## config.mk

```make
export PLATFORM = sky130hd
export DESIGN_NAME = aabb_collision_axis
export DESIGN_NICKNAME = d
export VERILOG_FILES = /design/src/rtl/aabb_pkg.sv /design/src/rtl/aabb_collision_axis.sv
export VERILOG_INCLUDE_DIRS = /design/src /design/src/rtl
export SDC_FILE = /design/constraint.sdc
export NUM_CORES = 1
export LEC_CHECK = 0
export BUFFER_PORTS_ARGS = -buffer_cell sky130_fd_sc_hd__clkbuf_2
export CAP_MARGIN = 20
export CORE_MARGIN = 10
export CORE_UTILIZATION = 60
export DETAILED_ROUTE_END_ITERATION = 10
export GPL_TIMING_DRIVEN = 0
export PLACE_DENSITY = 0.78
export SYNTH_ARGS = -nofsm -noshare
export SYNTH_HDL_FRONTEND = slang
export SYNTH_SLANG_ARGS = --single-unit
```

## constraint.sdc

```tcl
create_clock -name clk -period 14.2 [get_ports clk]
set_input_delay 1.42 -clock clk [delete_from_list [all_inputs] [get_ports clk]]
set_output_delay 1.42 -clock clk [all_outputs]
set_load 0.02 [all_outputs]
```

## src/rtl/aabb_collision_axis_macros.svh

```systemverilog
// assertion helpers for the rtl of the box collision axis block
`ifndef AABB_COLLISION_AXIS_MACROS_SVH
`define AABB_COLLISION_AXIS_MACROS_SVH

// same-cycle implication under synchronous reset
`define AABB_ASSERT_SAME(label, clk, rst_n, ante, cons, msg) \
  label: assert property (@(posedge clk) disable iff (!rst_n) (ante) |-> (cons)) \
    else $error(msg);

// next-cycle implication under synchronous reset
`define AABB_ASSERT_NEXT(label, clk, rst_n, ante, cons, msg) \
  label: assert property (@(posedge clk) disable iff (!rst_n) (ante) |=> (cons)) \
    else $error(msg);

// next-cycle implication that also holds across reset
`define AABB_ASSERT_ALWAYS_NEXT(label, clk, ante, cons, msg) \
  label: assert property (@(posedge clk) (ante) |=> (cons)) \
    else $error(msg);

`endif

```

## src/rtl/aabb_pkg.sv

```systemverilog
// ----------------------------------------------------------------------------
// aabb_pkg
// shared types and codes of the box collision axis block
// ----------------------------------------------------------------------------
`default_nettype none

package aabb_pkg;

  localparam int NUM_AXES = 3;

  localparam logic [1:0] AXIS_X = 2'd0;
  localparam logic [1:0] AXIS_Y = 2'd1;
  localparam logic [1:0] AXIS_Z = 2'd2;

  // result word, hit in the lowest bit
  typedef struct packed {
    logic       push_positive;
    logic [1:0] axis;
    logic       hit;
  } result_t;

  localparam int RESULT_BITS  = $bits(result_t);
  localparam int OUT_TDATA_W  = ((RESULT_BITS + 7) / 8) * 8;

endpackage

`default_nettype wire

```

## src/rtl/aabb_collision_axis.sv

```systemverilog
// ----------------------------------------------------------------------------
// aabb_collision_axis
// collision test and least-penetration axis for two axis-aligned 3-d boxes
// ----------------------------------------------------------------------------
// One box pair per transfer, one result per pair, in order. The block is a
// four-stage pipeline (doubled faces, face differences, per-axis push,
// axis select) that takes a new pair every cycle while the output side is
// not stalled; each pair passes through the stage registers in that order.
// Each stage holds its item while the stage after it is full and stalled, so
// bubbles close up and nothing is dropped. There is no state between pairs.
`default_nettype none

`include "aabb_collision_axis_macros.svh"

module aabb_collision_axis #(
  parameter int COORD_WIDTH = 24
) (
  input  wire logic clk,
  input  wire logic rst_n,
  input  wire logic in_tvalid,
  output logic      in_tready,
  // self_pos_x, self_pos_y, self_pos_z, self_size_x, self_size_y, self_size_z,
  // other_pos_x, other_pos_y, other_pos_z, other_size_x, other_size_y,
  // other_size_z, zero fill
  input  wire logic [((12*COORD_WIDTH-6+7)/8)*8-1:0] in_tdata,
  output logic      out_tvalid,
  input  wire logic out_tready,
  // hit, axis[1:0], push_positive, zero fill
  output logic [aabb_pkg::OUT_TDATA_W-1:0] out_tdata
);
  import aabb_pkg::*;

  localparam int PW = COORD_WIDTH;        // position width
  localparam int SW = COORD_WIDTH - 1;    // size width
  localparam int FW = COORD_WIDTH + 2;    // doubled face width
  localparam int DW = COORD_WIDTH + 3;    // face difference width
  localparam int MW = COORD_WIDTH + 2;    // push magnitude width
  localparam int OFS_SP = 0;
  localparam int OFS_SS = 3 * PW;
  localparam int OFS_OP = 3 * PW + 3 * SW;
  localparam int OFS_OS = 6 * PW + 3 * SW;

  // stage handshakes
  logic v1_r, v2_r, v3_r, v4_r;
  logic en1, en2, en3, en4;

  assign en4 = !v4_r || out_tready;
  assign en3 = !v3_r || en4;
  assign en2 = !v2_r || en3;
  assign en1 = !v1_r || en2;
  assign in_tready = en1;

  always_ff @(posedge clk) begin
    if (!rst_n) begin
      v1_r <= 1'b0;
      v2_r <= 1'b0;
      v3_r <= 1'b0;
      v4_r <= 1'b0;
    end else begin
      if (en1) v1_r <= in_tvalid;
      if (en2) v2_r <= v1_r;
      if (en3) v3_r <= v2_r;
      if (en4) v4_r <= v3_r;
    end
  end

  // per-axis datapath, stages 1 to 3
  logic signed [FW-1:0] s_lo_r [NUM_AXES];
  logic signed [FW-1:0] s_hi_r [NUM_AXES];
  logic signed [FW-1:0] o_lo_r [NUM_AXES];
  logic signed [FW-1:0] o_hi_r [NUM_AXES];
  logic signed [DW-1:0] to_low_r  [NUM_AXES];
  logic signed [DW-1:0] to_high_r [NUM_AXES];
  logic [MW-1:0]        mag_r [NUM_AXES];
  logic [NUM_AXES-1:0]  pos_r;
  logic [NUM_AXES-1:0]  nz_r;

  for (genvar a = 0; a < NUM_AXES; a++) begin : g_axis
    logic [PW-1:0] sp, op;
    logic [SW-1:0] ss, os;
    logic signed [FW-1:0] sp2, op2, ssx, osx;
    logic signed [FW-1:0] s_lo_nxt, s_hi_nxt, o_lo_nxt, o_hi_nxt;
    logic signed [DW-1:0] to_low_nxt, to_high_nxt;
    logic          ok, lt;
    logic [MW-1:0] mag_nxt;

    assign sp = in_tdata[OFS_SP + a*PW +: PW];
    assign ss = in_tdata[OFS_SS + a*SW +: SW];
    assign op = in_tdata[OFS_OP + a*PW +: PW];
    assign os = in_tdata[OFS_OS + a*SW +: SW];

    // doubled coordinates: centre * 2 -/+ full size
    assign sp2 = $signed({sp[PW-1], sp, 1'b0});
    assign op2 = $signed({op[PW-1], op, 1'b0});
    assign ssx = $signed({3'b000, ss});
    assign osx = $signed({3'b000, os});
    assign s_lo_nxt = sp2 - ssx;
    assign s_hi_nxt = sp2 + ssx;
    assign o_lo_nxt = op2 - osx;
    assign o_hi_nxt = op2 + osx;

    assign to_low_nxt  = DW'(s_hi_r[a]) - DW'(o_lo_r[a]);
    assign to_high_nxt = DW'(o_hi_r[a]) - DW'(s_lo_r[a]);

    // overlap when both differences are non-negative
    assign ok = !to_low_r[a][DW-1] && !to_high_r[a][DW-1];
    assign lt = to_low_r[a] < to_high_r[a];
    assign mag_nxt = lt ? to_low_r[a][MW-1:0] : to_high_r[a][MW-1:0];

    always_ff @(posedge clk) begin
      if (en1) begin
        s_lo_r[a] <= s_lo_nxt;
        s_hi_r[a] <= s_hi_nxt;
        o_lo_r[a] <= o_lo_nxt;
        o_hi_r[a] <= o_hi_nxt;
      end
      if (en2) begin
        to_low_r[a]  <= to_low_nxt;
        to_high_r[a] <= to_high_nxt;
      end
      if (en3) begin
        mag_r[a] <= mag_nxt;
        pos_r[a] <= !lt;
        nz_r[a]  <= ok && (mag_nxt != '0);
      end
    end
  end

  // stage 4: least magnitude, lowest axis on a tie
  result_t res_r, res_nxt;
  logic [1:0]    best;
  logic [MW-1:0] best_mag;
  logic          best_pos;

  always_comb begin
    best     = AXIS_X;
    best_mag = mag_r[0];
    best_pos = pos_r[0];
    if (mag_r[1] < best_mag) begin
      best     = AXIS_Y;
      best_mag = mag_r[1];
      best_pos = pos_r[1];
    end
    if (mag_r[2] < best_mag) begin
      best     = AXIS_Z;
      best_pos = pos_r[2];
    end
    res_nxt = '0;
    if (&nz_r) begin
      res_nxt.hit           = 1'b1;
      res_nxt.axis          = best;
      res_nxt.push_positive = best_pos;
    end
  end

  always_ff @(posedge clk) begin
    if (en4) res_r <= res_nxt;
  end

  assign out_tvalid = v4_r;
  assign out_tdata  = OUT_TDATA_W'(res_r);

  `AABB_ASSERT_SAME(a_miss_clears_fields, clk, rst_n, out_tvalid && !res_r.hit, res_r.axis == AXIS_X && !res_r.push_positive, "miss result carries nonzero axis or sign")
  `AABB_ASSERT_SAME(a_axis_code, clk, rst_n, out_tvalid, res_r.axis != 2'd3, "axis code out of range")
  `AABB_ASSERT_NEXT(a_take_fills_stage1, clk, rst_n, in_tvalid && in_tready, v1_r, "accepted pair did not enter the first stage")
  `AABB_ASSERT_ALWAYS_NEXT(a_reset_empties, clk, !rst_n, !out_tvalid && !v1_r, "pipeline not empty after reset")

endmodule

`default_nettype wire

```

==> metrics.md, run 1 <==
| Metric | Value |
|---|---|
| Result of the run | `completed` |
| Pleak | `0.02180 uW` |
| Initial antenna violation count | `1` |
| Maximum count of clock buffers along a single path | `3` |
| Power share of the combinational group | `0.444` |
| Main flop type after synthesis | `sky130_fd_sc_hd__edfxtp_1` |
| Count of TritonRoute iterations in the first routing pass | `6` |
| Cts hold-fix bufs | `0` |
| Slew of the pin with the lowest slew margin | `1.136 ns` |
| Die Y | `285.9 um` |
| Clock transition at path regs | `0.06 ns` |
| Final critical path time including I/O delays and setup | `5.233 ns` |
| Flop pwr share | `0.362` |
| Most common library cell in the layout ignoring fill and taps | `sky130_fd_sc_hd__inv_1` |
| Core region area | `70030 um2` |
| Setup Buffers After CTS | `0` |
| Maximum ir drop on the vdd rail | `0.1136 mV` |
| Total power after layout | `8248 uW` |
| Synthesized netlist cell count | `4299` |
| Clock root buffer | `sky130_fd_sc_hd__clkbuf_16` |
| Unrepaired setup endpoints after global routing | `no` |
| Clock insertion delay at the later pin of the skew report | `0.63 ns` |
| Ratio of cells with drive above 1 in the final layout | `0.1018` |
| Number of standard cells in the final layout excluding fillers | `5644` |
| Hold crit path type | `flop to flop` |
| Routed wirelength normalized by instance count | `18.00 um` |
| Sequential area share after synthesis | `0.3934` |
| Synth Register Bits | `557` |
| Sw Pwr | `3085 uW` |
| Number of max-cap violations | `0` |
| Number of design-rule violations left by the first detailed-router iteration | `2291` |
| Number of max-slew violations in the final report | `0` |
| Area added between synthesis and finish | `11.34%` |
| Wire length of the first global-routing pass | `162.3 mm` |
| Setup-violating endpoint count in the final report | `0` |
| Number of sinks handled by clock tree synthesis | `557` |
| Global routing usage summed across all routing layers | `0.2415` |
| YS warnings | `0` |
| Total wire length | `101.6 mm` |
| Arrival time worst endpoint | `3.81 ns` |
| Vias in the first global route | `31994` |
| Sw Ratio | `0.3740` |
| Width of the die | `285.9 um` |
| Synthesized cell area | `42410 um2` |
| CTS Buf Count | `58` |
| Floorplan die area | `81720 um2` |
| Number of H-tree levels | `2` |
| Design internal power | `5163 uW` |
| EDFF count, synth | `553` |
| CTS-repair resized insts | `0` |
| FMAX | `191.1 MHz` |
| Critical Path Sink Type | `primary output` |
| Quantity of I/O buffers inserted on ports | `286` |
| Clock tree from TritonCTS | `yes` |
| Starting Density | `0.6057` |
| DR DRC count | `0` |
| Final antenna-violating net count | `0` |
| Max_slew headroom | `0.2325` |
| Power density relative to cell area | `174.7 nW/um2` |
| Dpl hpwl | `80.63 mm` |
| Row count | `97` |
| Via Count | `32320` |
| DP Cell Count | `5535` |
| Number of different library cells in the post-synthesis netlist | `92` |
| Clk_skew | `0.01465 ns` |
| Setup Crit Path Kind | `primary input to primary output` |
| Final hold violation count | `0` |
| Post-route fraction of the period consumed by the critical path | `0.3685` |
| Max FO, Critical Path | `76` |
| Final weighted congestion in routability-driven placement | `0.9341` |
| Critical path data required time | `12.78 ns` |
| Number of top-level pins | `302` |
| Worst Setup Start Kind | `primary input` |
| Relative contribution of the clock network to total power | `0.194` |
| Final net count | `5516` |
| Largest net degree at the start of global routing | `83` |
| Number of vias per cell after detailed routing | `5.726` |
| Congestion Overflow GR | `0` |
| Async SR Flop Fraction | `0` |
| Final-layout setup total negative slack | `0 ns` |
| Highest-count cells in the layout ignoring fill and taps | `sky130_fd_sc_hd__inv_1 (602), sky130_fd_sc_hd__edfxtp_1 (553), sky130_fd_sc_hd__ha_1 (551), sky130_fd_sc_hd__nor2_1 (319), sky130_fd_sc_hd__a21oi_1 (293)` |
| Avg Synthesized Cell Area | `9.866 um2` |
## worst max-delay path, cell delays in order
cell and delay [ns]:
sky130_fd_sc_hd__clkbuf_2 0.08, sky130_fd_sc_hd__nor2b_1 0.53, sky130_fd_sc_hd__and3_1 0.48, sky130_fd_sc_hd__nand2_4 0.33
sky130_fd_sc_hd__buf_16 0.33, sky130_fd_sc_hd__buf_16 0.29, sky130_fd_sc_hd__clkbuf_2 0.22
## cells by family after synthesis
family / Yosys count / share of synthesized area
compound gates: 1038 / 0.1595
simple gates: 982 / 0.1148
buf+inv: 707 / 0.06390
fa+ha+maj: 569 / 0.1710
flops: 557 / 0.3934
xor+xnor: 365 / 0.07537
mux: 80 / 0.02195
other cells: 1 / 0.00008842
## path summary, 6_finish.rpt
kind                 from           end  slack (ns)  depth (start not counted)
max            out_tready     in_tready        8.97                          7
min                  v2_r          v3_r        0.50                          2
max reg2reg  mag_r[0][33]  out_tdata[3]        9.43                         22
min reg2reg          v2_r          v3_r        0.50                          2
## cell type report
class,count,area [um2]
buffer,96,416.7
inverter,611,2298
antenna,1,2.502
timing repair buffer,293,1593
sequential,557,16690
fill,5498,22810
clock inverter,44,510.5
clock buffer,64,1495
multi-input combinational,3038,23040
tap,940,1176
## synth_stat cells (41+ instances only)
master	number	share of area
sky130_fd_sc_hd__clkbuf_1	72	0.0064
sky130_fd_sc_hd__xor2_1	99	0.020
sky130_fd_sc_hd__nand3_1	63	0.0074
sky130_fd_sc_hd__edfxtp_1	553	0.39
sky130_fd_sc_hd__nor3_1	78	0.0092
sky130_fd_sc_hd__a21o_1	122	0.022
sky130_fd_sc_hd__nor2_1	319	0.028
sky130_fd_sc_hd__o21a_1	64	0.011
sky130_fd_sc_hd__a21oi_1	293	0.035
sky130_fd_sc_hd__o21ai_1	55	0.0065
sky130_fd_sc_hd__o21ai_0	159	0.019
sky130_fd_sc_hd__xnor2_1	266	0.055
sky130_fd_sc_hd__inv_1	603	0.053
sky130_fd_sc_hd__nand2_1	163	0.014
sky130_fd_sc_hd__ha_1	551	0.16
sky130_fd_sc_hd__o21bai_1	55	0.0097
sky130_fd_sc_hd__nand2b_1	78	0.012
sky130_fd_sc_hd__a31oi_1	41	0.0060
sky130_fd_sc_hd__nor4_1	59	0.0087
sky130_fd_sc_hd__nor2b_1	74	0.011
## through the flow
| stage | setup slack [ns] | hold WS (ns) | instance area (um2) | utilization |
|---|---|---|---|---|
| floorplan | 4.557 | 0.4507 | 42420 | - |
| global placement | 0.7642 | 0.4650 | 45030 | 0.6431 |
| detailed placement | 8.916 | 0.4830 | 45210 | 0.6456 |
| CTS | 8.996 | 0.4994 | 47220 | 0.6743 |
| global route | 8.896 | 0.5341 | 47220 | 0.6743 |
| finish | 8.967 | 0.4996 | 47220 | 0.6743 |
## state kept, by name (all words and copies together) (netlist names), 3 cells and up
register,flops
to_low_r,78
mag_r,78
pos_r,3
to_high_r,81
s_hi_r,75
s_lo_r,78
o_hi_r,75
o_lo_r,78
nz_r,3
out_tdata,4
## metal layers
metal | track usage | up-vias | wire length [um]
met2 | 0.4222 | 850 | 49610
met3 | 0.03029 | 170 | 5074
met4 | 0.07383 | 0 | 2798
li1 | - | 15954 | -
met5 | 0 | - | 0
met1 | 0.3085 | 15346 | 44110
## power by group through the flow
stage	Combinational [uW]	Clock, uW	Sequential (uW)
finish	3660	1600	2990
global route	4100	1690	3030
CTS	3640	1630	2980
detailed placement	3580	0	3000
global placement	3490	0	2990
floorplan	2760	0	2810
Note: power is estimated with default switching activity, not from simulation.
==> inputs of run 2 (changes only) <==
CORE_UTILIZATION = 56   (was 60)
PLACE_DENSITY = 0.77   (was 0.78)
clock period = 4.2 ns   (was 14.2 ns; I/O delays follow)
==> run 2 against run 1 <==
Net effect: the flow now finishes with violations (setup timing); highest routed layer unchanged; total power grew to 3.5 times the previous value; critical endpoint is now out_tdata[3]; register-to-register slack worse by 9.5 ns; global-route usage is 1.4 points lower; first-iteration DRC count is 4.7% higher; setup slack worse by 9.1 ns; sequential power grew to 3.4 times the previous value.
==> metrics.md, run 2 (synthesized netlist as in run 1, its figures left out) <==
| Metric | Value |
|---|---|
| Total power after layout | `28670 uW (+250%)` |
| Critical Path Sink Type | `flop` |
| Number of standard cells in the final layout excluding fillers | `5691 (+0.83%)` |
| Worst setup margin | `-0.09186 ns (-9.059 ns)` |
| Final antenna-violating net count | `0 (unchanged)` |
| Standard cell area after detailed placement | `45240 um2 (about the same)` |
| Total wire length | `101.9 mm (+0.33%)` |
| Number of sinks handled by clock tree synthesis | `557 (unchanged)` |
| R2R Path Start | `mag_r[0][15]` |
| DP Cell Count | `5564 (+0.52%)` |
| Vias in the first global route | `31864 (-0.41%)` |
| Clock root buffer | `sky130_fd_sc_hd__clkbuf_16` |
| Unrepaired setup endpoints after global routing | `yes` |
| Clock transition at path regs | `0.06 ns (about the same)` |
| Max_slew headroom | `0.2607 (+0.02826)` |
| Final weighted congestion in routability-driven placement | `0.9364 (+0.25%)` |
| Starting Density | `0.5669 (-0.03880)` |
| Quantity of I/O buffers inserted on ports | `286 (unchanged)` |
| CTS Buf Count | `59 (+1.7%)` |
| Fraction of the core area covered by cells at the end of the flow | `0.6367 (-0.03758)` |
| Post-route standard cell area excluding fillers | `47640 um2 (+0.89%)` |
| Arrival time worst endpoint | `4.66 ns (+0.85 ns)` |
| DR DRC count | `0 (unchanged)` |
| Worst Setup Start Kind | `flop` |
| Area added between synthesis and finish | `12.33%` |
| Max FO, Critical Path | `7 (-91%)` |
| Number of design-rule violations left by the first detailed-router iteration | `2399 (+4.7%)` |
| Floorplan die area | `87150 um2 (+6.6%)` |
| Final critical path time including I/O delays and setup | `4.292 ns` |
| Core region area | `74820 um2 (+6.8%)` |
| Number of max-slew violations in the final report | `0 (unchanged)` |
| Congestion Overflow GR | `0 (unchanged)` |
| Ratio of cells with drive above 1 in the final layout | `0.1065 (+0.004695)` |
| Width of the die | `295.2 um (+3.3%)` |
| Via Count | `32293 (-0.084%)` |
| Wire length of the first global-routing pass | `161.6 mm (-0.45%)` |
| Most common library cell in the layout ignoring fill and taps | `sky130_fd_sc_hd__inv_1` |
| Number of H-tree levels | `2 (unchanged)` |
| FMAX | `233.0 MHz` |
| Number of vias per cell after detailed routing | `5.674 (-0.91%)` |
| Die Y | `295.2 um (+3.3%)` |
| Slew of the pin with the lowest slew margin | `1.081 ns (-0.05547 ns)` |
| Number of max-cap violations | `0 (unchanged)` |
| Power density relative to cell area | `601.8 nW/um2 (+240%)` |
| Setup slack on the worst flop-to-flop path | `-0.09 ns (-9.52 ns)` |
| Post-route fraction of the period consumed by the critical path | `1.022` |
| Row count | `100 (+3.1%)` |
| Maximum ir drop on the vdd rail | `0.3905 mV (+240%)` |
| Launch point of the worst path | `mag_r[0][15]` |
| Number of cells traversed by the worst register-to-register path | `23 (+4.5%)` |
| Clock tree from TritonCTS | `yes` |
| Maximum count of clock buffers along a single path | `3 (unchanged)` |
| Global routing usage summed across all routing layers | `0.2274 (-0.01410)` |
| Largest net degree at the start of global routing | `121 (+46%)` |
| Critical path capture point | `out_tdata[3]` |
| Count of TritonRoute iterations in the first routing pass | `6 (unchanged)` |
| Reg with most FFs | `to_high_r` |
| Clk_skew | `0.01882 ns (+0.004172 ns)` |
| Critical path data required time | `4.57 ns (-8.21 ns)` |
| Number of top-level pins | `302 (unchanged)` |
| Setup-violating endpoint count in the final report | `3 (+3)` |
| Final hold violation count | `0 (unchanged)` |
| Hold crit path type | `primary input to flop` |
| Setup Crit Path Kind | `flop to flop` |
| Highest-count cells in the layout ignoring fill and taps | `sky130_fd_sc_hd__inv_1 (601), sky130_fd_sc_hd__edfxtp_1 (553), sky130_fd_sc_hd__ha_1 (547), sky130_fd_sc_hd__nor2_1 (317), sky130_fd_sc_hd__a21oi_1 (292)` |
| Pleak | `0.02192 uW (+0.52%)` |
| Final-layout setup total negative slack | `-0.2082 ns (-0.2082 ns)` |
| Result of the run | `complete, but fails checks` |
| Number of flip-flops in the largest register | `81 (unchanged)` |
| Final net count | `5533 (+0.31%)` |
| Clock insertion delay at the later pin of the skew report | `0.64 ns (about the same)` |
| Failing checks | `setup timing` |
| Dpl hpwl | `80.36 mm (-0.34%)` |
| Routed wirelength normalized by instance count | `17.91 um (-0.50%)` |
| Critical register-to-register path endpoint | `out_tdata[3]` |
| Initial antenna violation count | `0 (-1)` |
run 2: cell types whose count changed in the layout (fill, tap and decap cells not counted), moves of 5 or more:
cell / delta
sky130_fd_sc_hd__clkbuf_1: +7
sky130_fd_sc_hd__clkinvlp_4: -9
sky130_fd_sc_hd__buf_4: +11
sky130_fd_sc_hd__mux2i_4: +5
sky130_fd_sc_hd__clkinv_1: +6
sky130_fd_sc_hd__clkinv_2: -5
sky130_fd_sc_hd__mux2i_1: -7
run 2: worst min-delay path by stage:
stage / cells past startpoint / slack, ns / from / end
finish: 1 / 0.03 / in_tdata[72] / s_lo_r[0][0]
global route: 2 / 0.02 / rst_n / out_tvalid
CTS: 1 / 0.003 / in_tdata[72] / s_lo_r[0][0]
detailed placement: 2 / 0.47 / v2_r / v3_r
global placement: 2 / 0.47 / v2_r / v3_r
floorplan: 2 / 0.45 / v2_r / v3_r
run 2: report_power, final:
part           internal [uW]  total, uW  leakage (uW)  switching [uW]
sequential              8780      10100       0.00589            1360
combinational           5930      13000        0.0150            7080
clock                   3300       5520      0.000984            2220
run 2: worst max-delay path: stages (launching register included):
cell and delay, ns:
sky130_fd_sc_hd__edfxtp_1 0.43, sky130_fd_sc_hd__inv_2 0.10, sky130_fd_sc_hd__ha_4 0.20, sky130_fd_sc_hd__a21o_1 0.15
sky130_fd_sc_hd__a211o_1 0.27, sky130_fd_sc_hd__nor2_1 0.11, sky130_fd_sc_hd__o211a_1 0.16, sky130_fd_sc_hd__o21ai_2 0.07
sky130_fd_sc_hd__a21oi_1 0.17, sky130_fd_sc_hd__o21ai_1 0.09, sky130_fd_sc_hd__buf_6 0.16, sky130_fd_sc_hd__buf_12 0.13
sky130_fd_sc_hd__buf_12 0.14, sky130_fd_sc_hd__mux2i_1 0.23, sky130_fd_sc_hd__ha_1 0.29, sky130_fd_sc_hd__nand4_1 0.13
sky130_fd_sc_hd__nor3_2 0.07, sky130_fd_sc_hd__a221o_1 0.29, sky130_fd_sc_hd__a21oi_1 0.10, sky130_fd_sc_hd__o21ai_1 0.08
sky130_fd_sc_hd__a311oi_2 0.32, sky130_fd_sc_hd__o21ai_4 0.15, sky130_fd_sc_hd__nor2_4 0.13, sky130_fd_sc_hd__a211oi_2 0.05
run 2: what timing repair did:
| item | in CTS | in global routing |
|---|---|---|
| endpoints found under the hold margin | 4 | 0 |
| gates resized for setup | 24 | 23 |
| buffers inserted | 8 | 4 |
| pin swaps | 23 | 16 |
| endpoints found under the setup margin | 3 | 3 |
| hold buffers | 4 | 0 |
run 2: stage by stage:
stage / hold slack (ns) / worst slack [ns]
after global routing: 0.01733 / -0.2317
after CTS: 0.002783 / -0.07587
after floorplan: 0.4507 / 0.09620
after detailed placement: 0.4714 / -0.5822
after global placement: 0.4689 / -0.8710
final: 0.03164 / -0.09186
run 2: layer usage:
layer | vias to the layer above | track usage | part of all wire | wire (um)
met5 | - | 0 | 0 | 0
met3 | 170 | 0.03405 | 0.056 | 5719
met1 | 15260 | 0.2941 | 0.44 | 44530
met2 | 852 | 0.3910 | 0.48 | 48940
li1 | 16011 | - | - | -
met4 | 0 | 0.06464 | 0.027 | 2732
run 2: cell type report:
| class | count | area, um2 |
|---|---|---|
| clock buffers | 72 | 1546 |
| well taps | 969 | 1212 |
| inverters | 611 | 2297 |
| multi-input cells | 3038 | 23240 |
| fillers | 6006 | 27180 |
| clock inverters | 38 | 493.0 |
| repair buffers | 309 | 1720 |
| diodes | 1 | 2.502 |
| flip-flops and latches | 557 | 16690 |
| plain buffers | 96 | 445.4 |
